### config.mk
export PLATFORM = sky130hd
export DESIGN_NAME = ax25_ui_frame_parser_flat
export DESIGN_NICKNAME = d
export VERILOG_FILES = /design/src/ax25ui_pkg.sv /design/src/ax25ui_frame_if.sv /design/src/ax25ui_result_if.sv /design/src/ax25_ui_frame_parser.sv /design/src/ax25ui_front.sv /design/src/ax25ui_queue.sv /design/src/ax25ui_back.sv /design/src/flat_wrapper.sv
export SDC_FILE = /design/constraint.sdc
export NUM_CORES = 1
export LEC_CHECK = 0
export BUFFER_PORTS_ARGS = -buffer_cell sky130_fd_sc_hd__buf_2
export CAP_MARGIN = 20
export CORE_ASPECT_RATIO = 1.5
export CORE_UTILIZATION = 50
export CTS_CLUSTER_SIZE = 24
export DETAILED_ROUTE_END_ITERATION = 8
export PLACE_DENSITY_LB_ADDON = 0.15
export REMOVE_ABC_BUFFERS = 1
export SLEW_MARGIN = 20
export SYNTH_ARGS = -nofsm -noshare
export SYNTH_HDL_FRONTEND = slang
export SYNTH_SLANG_ARGS = --single-unit
### constraint.sdc
create_clock -name clk -period 3.9 [get_ports clk]
set_input_delay 0.975 -clock clk [delete_from_list [all_inputs] [get_ports clk]]
set_output_delay 0.975 -clock clk [all_outputs]
set_load 0.1 [all_outputs]
### src/ax25ui_pkg.sv
`timescale 1ns / 1ps
`default_nettype none

package ax25ui_pkg;

	// result kinds
	localparam logic [2:0] KIND_CHAR    = 3'd0;
	localparam logic [2:0] KIND_SSID    = 3'd1;
	localparam logic [2:0] KIND_CONTROL = 3'd2;
	localparam logic [2:0] KIND_PID     = 3'd3;
	localparam logic [2:0] KIND_PAYLOAD = 3'd4;
	localparam logic [2:0] KIND_STATUS  = 3'd5;

	// frame status codes
	localparam logic [2:0] ST_OK           = 3'd0;
	localparam logic [2:0] ST_SHORT        = 3'd1;
	localparam logic [2:0] ST_NO_ADDR_END  = 3'd2;
	localparam logic [2:0] ST_BAD_ADDR_LEN = 3'd3;
	localparam logic [2:0] ST_TOO_MANY     = 3'd4;
	localparam logic [2:0] ST_NOT_UI       = 3'd5;
	localparam logic [2:0] ST_BAD_PID      = 3'd6;
	localparam logic [2:0] ST_TOO_LONG     = 3'd7;

	// configuration register indexes
	localparam logic REG_MIN_LEN = 1'b0;
	localparam logic REG_PID     = 1'b1;

	localparam logic [7:0] PAD_BYTE    = 8'h40;  // space shifted left by one
	localparam logic [1:0] CTRL_UI     = 2'b11;
	localparam int         CALL_CHARS  = 6;
	localparam logic [9:0] PLEN_MAX    = 10'h3FF;

	localparam int QDEPTH = 4;
	localparam int QAW    = $clog2(QDEPTH);

	typedef struct packed {
		logic [2:0] kind;
		logic [3:0] address_index;
		logic [7:0] value;
		logic [2:0] status;
		logic [9:0] pay_len;
		logic       frame_end;
	} result_item_t;

	// what one frame byte leaves for the back end
	typedef struct packed {
		logic       item_v;
		logic [2:0] kind;
		logic [3:0] address_index;
		logic [7:0] value;
		logic       stat_v;
		logic [2:0] status;
		logic [9:0] pay_len;
	} queue_entry_t;

endpackage

`default_nettype wire

### src/ax25ui_frame_if.sv
`timescale 1ns / 1ps
`default_nettype none

interface ax25ui_frame_if;
	logic       valid;
	logic       ready;
	logic [7:0] frame_byte;
	logic       last_byte;

	modport source (output valid, output frame_byte, output last_byte, input ready);
	modport sink (input valid, input frame_byte, input last_byte, output ready);
endinterface

`default_nettype wire

### src/ax25ui_result_if.sv
`timescale 1ns / 1ps
`default_nettype none

interface ax25ui_result_if;
	logic       valid;
	logic       ready;
	logic [2:0] kind;
	logic [3:0] address_index;
	logic [7:0] value;
	logic [2:0] status;
	logic [9:0] pay_len;
	logic       frame_end;

	modport source (output valid, output kind, output address_index, output value,
		output status, output pay_len, output frame_end, input ready);
	modport sink (input valid, input kind, input address_index, input value,
		input status, input pay_len, input frame_end, output ready);
endinterface

`default_nettype wire

### src/ax25_ui_frame_parser.sv
`timescale 1ns / 1ps
`default_nettype none

// Channel   Dir   Handshake       Carries
// frame     in    valid/ready     frame_byte, last_byte (one raw AX.25 byte, no flags/FCS)
// result    out   valid/ready     kind, address_index, value, status, pay_len, frame_end
// apb       in    psel/penable    min_frame_length at 0x0, expected_pid at 0x4
//
// Path: a byte is taken in the cycle it arrives; its result is registered in the queue,
// then in the output register. One byte per cycle holds while result is ready and each
// byte yields at most one transfer; a final byte that also yields an item sends item, then status.
// Reset: arst_n clears parse state, queue and output; registers return to 16 and 0xF0.
// Stalls: frame stalls only when the four-entry queue is full: under result back-pressure,
// or when short frames ending in two-transfer bytes outrun the single output register.

module ax25_ui_frame_parser #(
	parameter int MAX_ADDRESSES   = 10,
	parameter int MAX_FRAME_BYTES = 1023
) (
	input  wire logic        clk,
	input  wire logic        arst_n,
	ax25ui_frame_if.sink     frame,
	ax25ui_result_if.source  result,
	input  wire logic        psel,
	input  wire logic        penable,
	input  wire logic        pwrite,
	input  wire logic [2:0]  paddr,
	input  wire logic [31:0] pwdata,
	output logic [31:0]      prdata,
	output logic             pready
);
	import ax25ui_pkg::*;

	logic [9:0] min_len_q;
	logic [7:0] pid_q;
	logic       cfg_wr;

	logic         push, full, pop, head_v;
	queue_entry_t push_entry, head;

	// APB register file: writes land on the access phase, no wait states
	assign pready = 1'b1;
	assign cfg_wr = psel && penable && pwrite;

	always_ff @(posedge clk or negedge arst_n) begin
		if (!arst_n) begin
			min_len_q <= 10'd16;
			pid_q     <= 8'hF0;
		end else if (cfg_wr) begin
			case (paddr[2])
				REG_MIN_LEN: min_len_q <= pwdata[9:0];
				REG_PID:     pid_q     <= pwdata[7:0];
				default:     min_len_q <= min_len_q;
			endcase
		end
	end

	always_comb begin
		case (paddr[2])
			REG_MIN_LEN: prdata = {22'd0, min_len_q};
			REG_PID:     prdata = {24'd0, pid_q};
			default:     prdata = 32'd0;
		endcase
	end

	// front: classify each byte, track address/control/pid/payload phases
	ax25ui_front #(
		.MAX_ADDRESSES   (MAX_ADDRESSES),
		.MAX_FRAME_BYTES (MAX_FRAME_BYTES)
	) u_front (
		.clk              (clk),
		.arst_n           (arst_n),
		.frame            (frame),
		.min_frame_length (min_len_q),
		.expected_pid     (pid_q),
		.full             (full),
		.push             (push),
		.push_entry       (push_entry)
	);

	// queue: hold classified bytes while the output side stalls
	ax25ui_queue u_queue (
		.clk        (clk),
		.arst_n     (arst_n),
		.push       (push),
		.push_entry (push_entry),
		.full       (full),
		.pop        (pop),
		.head_v     (head_v),
		.head       (head)
	);

	// back: serialize each entry into one or two result transfers
	ax25ui_back u_back (
		.clk    (clk),
		.arst_n (arst_n),
		.head_v (head_v),
		.head   (head),
		.pop    (pop),
		.result (result)
	);

endmodule

`default_nettype wire

### src/ax25ui_front.sv
`timescale 1ns / 1ps
`default_nettype none

module ax25ui_front #(
	parameter int MAX_ADDRESSES   = 10,
	parameter int MAX_FRAME_BYTES = 1023
) (
	input  wire logic                    clk,
	input  wire logic                    arst_n,
	ax25ui_frame_if.sink                 frame,
	input  wire logic [9:0]              min_frame_length,
	input  wire logic [7:0]              expected_pid,
	input  wire logic                    full,
	output logic                         push,
	output ax25ui_pkg::queue_entry_t     push_entry
);
	import ax25ui_pkg::*;

	localparam int BCW = $clog2(MAX_FRAME_BYTES + 2);
	localparam int CW  = (BCW > 10) ? BCW : 10;
	localparam logic [BCW-1:0] BC_LIMIT = BCW'(MAX_FRAME_BYTES);
	localparam logic [4:0]     ADDR_LIMIT = 5'(MAX_ADDRESSES);

	localparam logic [1:0] PH_ADDR = 2'd0;
	localparam logic [1:0] PH_CTRL = 2'd1;
	localparam logic [1:0] PH_PID  = 2'd2;
	localparam logic [1:0] PH_DATA = 2'd3;

	logic [BCW-1:0] bc_q, bc_n;
	logic [1:0]     phase_q, phase_n;
	logic [3:0]     addr_q, addr_n;
	logic [2:0]     bia_q, bia_n;
	logic           pad_q, pad_n;
	logic [2:0]     err_q, err_n;
	logic [9:0]     pc_q, pc_n;

	logic       it_v;
	logic [2:0] it_kind;
	logic [3:0] it_idx;
	logic [7:0] it_val;
	logic [2:0] stat;
	logic [7:0] b;
	logic       accept;

	assign b      = frame.frame_byte;
	assign frame.ready = !full;
	assign accept = frame.valid && !full;

	always_comb begin
		bc_n    = bc_q;
		phase_n = phase_q;
		addr_n  = addr_q;
		bia_n   = bia_q;
		pad_n   = pad_q;
		err_n   = err_q;
		pc_n    = pc_q;
		it_v    = 1'b0;
		it_kind = KIND_CHAR;
		it_idx  = 4'd0;
		it_val  = 8'd0;

		if (bc_q <= BC_LIMIT) begin
			bc_n = bc_q + 1'b1;
		end

		if (err_q == ST_OK && bc_n > BC_LIMIT) begin
			err_n = ST_TOO_LONG;
		end else if (err_q == ST_OK) begin
			case (phase_q)
				PH_ADDR: begin
					if (bia_q < 3'(CALL_CHARS)) begin
						if (b[0]) begin
							err_n = ST_BAD_ADDR_LEN;
						end else begin
							if (!pad_q && b == PAD_BYTE) begin
								pad_n = 1'b1;
							end else if (!pad_q) begin
								it_v    = 1'b1;
								it_kind = KIND_CHAR;
								it_idx  = addr_q;
								it_val  = {1'b0, b[7:1]};
							end
							bia_n = bia_q + 3'd1;
						end
					end else if (b[0]) begin
						// end of address field; the destination alone is too few
						if (addr_q == 4'd0) begin
							err_n = ST_BAD_ADDR_LEN;
						end else begin
							it_v    = 1'b1;
							it_kind = KIND_SSID;
							it_idx  = addr_q;
							it_val  = {4'd0, b[4:1]};
							phase_n = PH_CTRL;
						end
					end else if ({1'b0, addr_q} + 5'd1 >= ADDR_LIMIT) begin
						err_n = ST_TOO_MANY;
					end else begin
						it_v    = 1'b1;
						it_kind = KIND_SSID;
						it_idx  = addr_q;
						it_val  = {4'd0, b[4:1]};
						addr_n  = addr_q + 4'd1;
						bia_n   = 3'd0;
						pad_n   = 1'b0;
					end
				end
				PH_CTRL: begin
					if (b[1:0] != CTRL_UI) begin
						err_n = ST_NOT_UI;
					end else begin
						it_v    = 1'b1;
						it_kind = KIND_CONTROL;
						it_val  = b;
						phase_n = PH_PID;
					end
				end
				PH_PID: begin
					if (b != expected_pid) begin
						err_n = ST_BAD_PID;
					end else begin
						it_v    = 1'b1;
						it_kind = KIND_PID;
						it_val  = b;
						phase_n = PH_DATA;
					end
				end
				default: begin
					it_v    = 1'b1;
					it_kind = KIND_PAYLOAD;
					it_val  = b;
					if (pc_q != PLEN_MAX) begin
						pc_n = pc_q + 10'd1;
					end
				end
			endcase
		end

		// short wins over any other rejection
		if (CW'(bc_n) < CW'(min_frame_length)) begin
			stat = ST_SHORT;
		end else if (err_n != ST_OK) begin
			stat = err_n;
		end else if (phase_n == PH_ADDR) begin
			stat = ST_NO_ADDR_END;
		end else if (phase_n != PH_DATA) begin
			stat = ST_SHORT;
		end else begin
			stat = ST_OK;
		end
	end

	assign push = accept && (it_v || frame.last_byte);

	always_comb begin
		push_entry.item_v         = it_v;
		push_entry.kind           = it_kind;
		push_entry.address_index  = it_idx;
		push_entry.value          = it_val;
		push_entry.stat_v         = frame.last_byte;
		push_entry.status         = stat;
		push_entry.pay_len        = pc_n;
	end

	always_ff @(posedge clk or negedge arst_n) begin
		if (!arst_n) begin
			bc_q    <= '0;
			phase_q <= PH_ADDR;
			addr_q  <= 4'd0;
			bia_q   <= 3'd0;
			pad_q   <= 1'b0;
			err_q   <= ST_OK;
			pc_q    <= 10'd0;
		end else if (accept) begin
			if (frame.last_byte) begin
				bc_q    <= '0;
				phase_q <= PH_ADDR;
				addr_q  <= 4'd0;
				bia_q   <= 3'd0;
				pad_q   <= 1'b0;
				err_q   <= ST_OK;
				pc_q    <= 10'd0;
			end else begin
				bc_q    <= bc_n;
				phase_q <= phase_n;
				addr_q  <= addr_n;
				bia_q   <= bia_n;
				pad_q   <= pad_n;
				err_q   <= err_n;
				pc_q    <= pc_n;
			end
		end
	end

	a_clear_after_last: assert property (@(posedge clk) disable iff (!arst_n)
		(accept && frame.last_byte) |=> (bc_q == '0 && err_q == ST_OK && pc_q == 10'd0))
		else $error("front state not cleared after frame end");
	a_phase_needs_addr: assert property (@(posedge clk) disable iff (!arst_n)
		(phase_q != PH_ADDR) |-> (addr_q != 4'd0))
		else $error("left address field with fewer than two addresses");

endmodule

`default_nettype wire

### src/ax25ui_queue.sv
`timescale 1ns / 1ps
`default_nettype none

module ax25ui_queue (
	input  wire logic                    clk,
	input  wire logic                    arst_n,
	input  wire logic                    push,
	input  wire ax25ui_pkg::queue_entry_t push_entry,
	output logic                         full,
	input  wire logic                    pop,
	output logic                         head_v,
	output ax25ui_pkg::queue_entry_t     head
);
	import ax25ui_pkg::*;

	queue_entry_t mem_q [QDEPTH];
	logic [QAW-1:0] wr_q, rd_q;
	logic [QAW:0]   cnt_q;

	assign full   = (cnt_q == (QAW+1)'(QDEPTH));
	assign head_v = (cnt_q != '0);
	assign head   = mem_q[rd_q];

	always_ff @(posedge clk) begin
		if (push) begin
			mem_q[wr_q] <= push_entry;
		end
	end

	always_ff @(posedge clk or negedge arst_n) begin
		if (!arst_n) begin
			wr_q  <= '0;
			rd_q  <= '0;
			cnt_q <= '0;
		end else begin
			if (push) begin
				wr_q <= wr_q + 1'b1;
			end
			if (pop) begin
				rd_q <= rd_q + 1'b1;
			end
			case ({push, pop})
				2'b10:   cnt_q <= cnt_q + 1'b1;
				2'b01:   cnt_q <= cnt_q - 1'b1;
				default: cnt_q <= cnt_q;
			endcase
		end
	end

	a_no_overflow: assert property (@(posedge clk) disable iff (!arst_n)
		push |-> (!full || pop))
		else $error("queue write while full");
	a_no_underflow: assert property (@(posedge clk) disable iff (!arst_n)
		pop |-> head_v)
		else $error("queue read while empty");
	a_entry_nonempty: assert property (@(posedge clk) disable iff (!arst_n)
		push |-> (push_entry.item_v || push_entry.stat_v))
		else $error("queue entry carries no result");

endmodule

`default_nettype wire

### src/ax25ui_back.sv
`timescale 1ns / 1ps
`default_nettype none

module ax25ui_back (
	input  wire logic                    clk,
	input  wire logic                    arst_n,
	input  wire logic                    head_v,
	input  wire ax25ui_pkg::queue_entry_t head,
	output logic                         pop,
	ax25ui_result_if.source              result
);
	import ax25ui_pkg::*;

	result_item_t out_q, pend_q;
	result_item_t head_item, head_stat;
	logic         out_v_q, pend_v_q;
	logic         out_free;

	always_comb begin
		head_item.kind           = head.kind;
		head_item.address_index  = head.address_index;
		head_item.value          = head.value;
		head_item.status         = ST_OK;
		head_item.pay_len        = 10'd0;
		head_item.frame_end      = 1'b0;

		head_stat.kind           = KIND_STATUS;
		head_stat.address_index  = 4'd0;
		head_stat.value          = 8'd0;
		head_stat.status         = head.status;
		head_stat.pay_len        = head.pay_len;
		head_stat.frame_end      = 1'b1;
	end

	assign out_free = !out_v_q || result.ready;
	// a pending status item goes out before the next entry is taken
	assign pop = out_free && !pend_v_q && head_v;

	always_ff @(posedge clk) begin
		if (out_free) begin
			if (pend_v_q) begin
				out_q <= pend_q;
			end else if (head_v) begin
				out_q <= head.item_v ? head_item : head_stat;
			end
		end
		if (pop) begin
			pend_q <= head_stat;
		end
	end

	always_ff @(posedge clk or negedge arst_n) begin
		if (!arst_n) begin
			out_v_q  <= 1'b0;
			pend_v_q <= 1'b0;
		end else if (out_free) begin
			if (pend_v_q) begin
				out_v_q  <= 1'b1;
				pend_v_q <= 1'b0;
			end else begin
				out_v_q  <= head_v;
				pend_v_q <= head_v && head.item_v && head.stat_v;
			end
		end
	end

	assign result.valid          = out_v_q;
	assign result.kind           = out_q.kind;
	assign result.address_index  = out_q.address_index;
	assign result.value          = out_q.value;
	assign result.status         = out_q.status;
	assign result.pay_len        = out_q.pay_len;
	assign result.frame_end      = out_q.frame_end;

	a_pend_behind_item: assert property (@(posedge clk) disable iff (!arst_n)
		pend_v_q |-> (out_v_q && !out_q.frame_end))
		else $error("status held without an item ahead of it");
	a_end_is_status: assert property (@(posedge clk) disable iff (!arst_n)
		out_v_q |-> ((out_q.kind == KIND_STATUS) == out_q.frame_end))
		else $error("frame end mark not on status item");

endmodule

`default_nettype wire

### src/flat_wrapper.sv
// flat-port wrapper written by rule: the top's interface ports become plain ports
module ax25_ui_frame_parser_flat import ax25ui_pkg::*;
#(
	parameter int MAX_ADDRESSES   = 10,
	parameter int MAX_FRAME_BYTES = 1023
)
  (clk, arst_n, psel, penable, pwrite, paddr, pwdata, prdata, pready, frame_valid, frame_frame_byte, frame_last_byte, frame_ready, result_valid, result_kind, result_address_index, result_value, result_status, result_pay_len, result_frame_end, result_ready);
  ax25ui_frame_if frame_i ();
  ax25ui_result_if result_i ();
  input  wire logic clk;
  input  wire logic arst_n;
  input  wire logic psel;
  input  wire logic penable;
  input  wire logic pwrite;
  input  wire logic [2:0] paddr;
  input  wire logic [31:0] pwdata;
  output logic [31:0] prdata;
  output logic pready;
  input wire logic [$bits(frame_i.valid)-1:0] frame_valid;
  input wire logic [$bits(frame_i.frame_byte)-1:0] frame_frame_byte;
  input wire logic [$bits(frame_i.last_byte)-1:0] frame_last_byte;
  output wire logic [$bits(frame_i.ready)-1:0] frame_ready;
  output wire logic [$bits(result_i.valid)-1:0] result_valid;
  output wire logic [$bits(result_i.kind)-1:0] result_kind;
  output wire logic [$bits(result_i.address_index)-1:0] result_address_index;
  output wire logic [$bits(result_i.value)-1:0] result_value;
  output wire logic [$bits(result_i.status)-1:0] result_status;
  output wire logic [$bits(result_i.pay_len)-1:0] result_pay_len;
  output wire logic [$bits(result_i.frame_end)-1:0] result_frame_end;
  input wire logic [$bits(result_i.ready)-1:0] result_ready;
  assign frame_i.valid = frame_valid;
  assign frame_i.frame_byte = frame_frame_byte;
  assign frame_i.last_byte = frame_last_byte;
  assign frame_ready = frame_i.ready;
  assign result_valid = result_i.valid;
  assign result_kind = result_i.kind;
  assign result_address_index = result_i.address_index;
  assign result_value = result_i.value;
  assign result_status = result_i.status;
  assign result_pay_len = result_i.pay_len;
  assign result_frame_end = result_i.frame_end;
  assign result_i.ready = result_ready;
  ax25_ui_frame_parser #(.MAX_ADDRESSES(MAX_ADDRESSES), .MAX_FRAME_BYTES(MAX_FRAME_BYTES)) u_core (.clk(clk), .arst_n(arst_n), .frame(frame_i), .result(result_i), .psel(psel), .penable(penable), .pwrite(pwrite), .paddr(paddr), .pwdata(pwdata), .prdata(prdata), .pready(pready));
endmodule
==> results_dict.tcl <==
set metrics [dict create \
    rows 64 \
    synth_top_area_share_pct 47.21 \
    tightest_slew_ns 0.9671 \
    syn_avg_cell_area_um2 13.54 \
    cts_hold_buffers 0 \
    cp-start-kind "register" \
    skew_ns 0.01620 \
    grt_pass1_wl_um 32460 \
    ctsHtreeMaxLevel 1 \
    drive_above_1_share_pct 22.55 \
    drt-total-wl_um 20170 \
    clockRootBuffer "clkbuf_16" \
    cts_buffers 22 \
    slew_headroom_pct 35.52 \
    portBuffers 67 \
    start_util_pct 50.86 \
    ys_seq_area_share_pct 62.08 \
    grt_pass1_vias 6479 \
    grt_antenna_before_repair 0 \
    diodes 0 \
    cts_tree "yes" \
    yosys_warnings 0 \
    worstPathRequired_ns 4.10 \
    post_cts_resized 0 \
    syn_inst 761 \
    cts_sinks 223 \
    fill_cells 1616 \
    synthArstFlopShare_pct 27.35 \
    synth_edf_count 162 \
    power_density_mw_per_mm2 794.9 \
    avgViaCountPerCell 5.679 \
    ys_seq_elements 223 \
    whs_ns 0.4623 \
    maxSlewViolCount 0 \
    clk_latency_ns 0.50 \
    clockBufferDepth 3 \
    grt-ovfl-total 0 \
    yosysTopAreaCell "edfxtp_1" \
    first_iter_violations 342 \
    final_cells 1111 \
    wl_per_cell_um 18.16 \
    drtPass1Iterations 7 \
    hold_path_class "in2async" \
    min_period_ns 3.372 \
    path_max_fanout 8 \
    vias 6309 \
    core_mm2 0.02026 \
    globalplace.congestion 0.8881 \
    rsz0062_at_grt "no" \
    die_w_um 119.2 \
    arrival_ns 3.57 \
    syn_to_final_growth_pct 12.66 \
    dp.cells 1071 \
    cp-end-kind "register" \
    critPathKind "reg2reg" \
    die_area_mm2 0.02120 \
    synth_area_mm2 0.01030 \
    track_usage_pct 19.58 \
    top_layer_used "met4" \
    drc 0 \
    path_cells "nand4_2 -> nor3_1 -> a41oi_1 -> mux2_2 -> ha_1 -> a2111oi_0 -> a21oi_1 -> and4bb_1 -> nor3b_1 -> o2bb2ai_1" \
    max_freq_mhz 296.5 \
    setup_viol_count_final 0 \
    dr_wl_met3_um 797 \
    place_hpwl_um 13680 \
    drv_cap 0 \
    clkTransAtPathRegs_ns 0.06 \
    cts_setup_buffers 0 \
    finalCritPeriodShare_pct 86.47 \
    outcome "complete, no violations" \
    p_leak_nw 4.422 \
    synthTopCellsByArea "edfxtp_1 47%, dfrtp_1 14%, mux4_2 6.3%" \
    grt_start_max_net_pins 43 \
    die_h_um 177.8 \
    peakVddDrop_v 0.0004996 \
    ys_types 70 \
    hold_violations 0 \
    boundaryPins 115 \
    wl_met1_um 7756 \
    cp_slowest_stage_delay_ns 0.52 \
    synth-main-ff-cell "edfxtp_1" \
    wl_met2_um 11090 \
    nets 904 \
    postRouteAntennaNets 0 \
    slowest_stage "dfrtp_1" \
]
## through the flow
step                setup slack [ns]  TNS, ns  power, W  cell area, µm²  utilization [%]
floorplan                    -0.1633   -1.296  0.006472           10060                -
global placement              0.2983        0  0.007205           10920            53.90
detailed placement            0.2626        0  0.007324           10920            53.90
CTS                           0.5133        0  0.009335           11610            57.29
global route                  0.3286        0  0.009663           11610            57.31
finish                        0.5277        0  0.009229           11610            57.31
## routing by layer
metal / track usage (%) / up-vias
met2: 37.48 / 162
met3: 2.346 / 38
met1: 22.14 / 3168
li1: - / 2941
met4: 7.015 / 0
met5: 0 / -
## Yosys cell counts (2+ instances only)
master and count:
edfxtp_1 162, nand2_1 81, dfrtp_1 56, o21ai_0 48, mux4_2 29, nor2_1 29, inv_1 28, clkbuf_1 26
buf_4 24, mux2_2 22, ha_1 21, xnor2_1 21, a21oi_1 20, nor2b_1 15, nand3_1 13, nor3_1 11
xor2_1 11, o21ai_1 9, or3_1 8, o31ai_1 7, a22o_1 6, and2_1 6, nand4_1 6, o211ai_1 6
a22oi_1 5, and3_1 5, buf_2 5, dfstp_2 5, a31oi_1 4, nand2b_1 4, nor4_1 4, o21a_1 4
or4_1 4, a221o_1 3, a221oi_1 3, a41oi_1 3, buf_1 3, mux2i_1 3, nand4b_1 3, nor3b_1 3
a21o_1 2, a32o_1 2, conb_1 2, nand4_4 2, or2_1 2
## worst paths after layout
path / endpoint / slack, ns / cells past startpoint / from
worst max-delay path: u_core.u_queue.mem_q[1][11]$_DFFE_PP_ / 0.53 / 10 / u_core.u_front.bc_q[3]$_DFFE_PN0P_
worst min-delay path: u_core.min_len_q[6]$_DFFE_PN0P_ / 0.46 / 1 / arst_n
worst max register to register: u_core.u_queue.mem_q[1][11]$_DFFE_PP_ / 0.53 / 10 / u_core.u_front.bc_q[3]$_DFFE_PN0P_
worst min register to register: u_core.min_len_q[2]$_DFFE_PN0P_ / 0.51 / 1 / u_core.min_len_q[2]$_DFFE_PN0P_
max in group asynchronous: u_core.u_queue.rd_q[0]$_DFFE_PN0P_ / 2.80 / 2 / arst_n
min in group clk: u_core.min_len_q[2]$_DFFE_PN0P_ / 0.51 / 1 / u_core.min_len_q[2]$_DFFE_PN0P_
## final cells by class
| class | instances | area (µm²) | share of cell area [%] |
|---|---|---|---|
| Clock buffer | 31 | 635.6 | 5.475 |
| Clock inverter | 9 | 51.30 | 0.4419 |
| Inverter | 29 | 108.9 | 0.9376 |
| Multi-Input combinational cell | 471 | 3570 | 30.75 |
| Sequential cell | 223 | 6399 | 55.11 |
| Tap cell | 264 | 330.3 | 2.845 |
| Timing Repair Buffer | 84 | 515.5 | 4.440 |
## worst max-delay path, delay by kind of cell, from the launching register on
family / cells / cell delay, ns
DFF: 1 / 0.52
muxes: 1 / 0.35
adders and majority gates: 1 / 0.22
and+or+nand+nor: 4 / 1.05
AOI/OAI and AO/OA: 4 / 0.95
## cells in the final DEF, fill, tap and decap left out, types with 15 or more instances in the layout
master     Yosys  routed
edfxtp_1     162     162
nand2_1       81      81
buf_2          5      66
dfrtp_1       56      55
o21ai_0       48      48
mux4_2        29      29
inv_1         28      28
nor2_1        29      24
conb_1         2      23
clkbuf_16      0      23
mux2_2        22      22
xnor2_1       21      21
ha_1          21      21
a21oi_1       20      20
nor2b_1       15      15
## report_power, final
part           total (W)  switching (W)  leakage [nW]  internal (W)
logic            0.00365        0.00265          1.80      0.000995
clock network    0.00199       0.000855         0.336       0.00114
registers        0.00359       0.000299          2.29       0.00329
total            0.00923        0.00381          4.42       0.00542
## sequential cells by signal, summed over array words and instances, names as in the netlist, 2 cells and up
signal                              flops
u_core.u_back.result.kind               3
u_core.u_front.pc_q                    10
u_core.u_queue.cnt_q                    3
u_core.u_back.result.value              8
u_core.u_queue.wr_q                     2
u_core.min_len_q                       10
u_core.u_front.phase_q                  2
u_core.u_front.err_q                    3
u_core.u_back.result.pay_len           10
u_core.u_back.pend_q                   13
u_core.u_back.result.address_index      4
u_core.u_queue.rd_q                     2
u_core.pid_q                            8
u_core.u_front.addr_q                   4
u_core.u_front.bia_q                    3
u_core.u_back.result.status             3
u_core.u_front.bc_q                    11
u_core.u_queue.mem_q                  120
## cells by family (layout without fill, tap and decap cells)
family                   after synthesis  in the layout  share of synthesized area, %
AO/OA/AOI/OAI                        135            135                         8.803
XOR/XNOR                              32             32                         2.720
adder cells (fa/ha/maj)               22             22                         2.744
buffers and inverters                 88            153                         4.213
flip-flops                           223            223                         62.08
multiplexers                          55             55                         9.143
other                                  2             23                       0.07288
AND/OR/NAND/NOR                      204            204                         10.22
No activity file was read; power rests on OpenSTA's default activity.
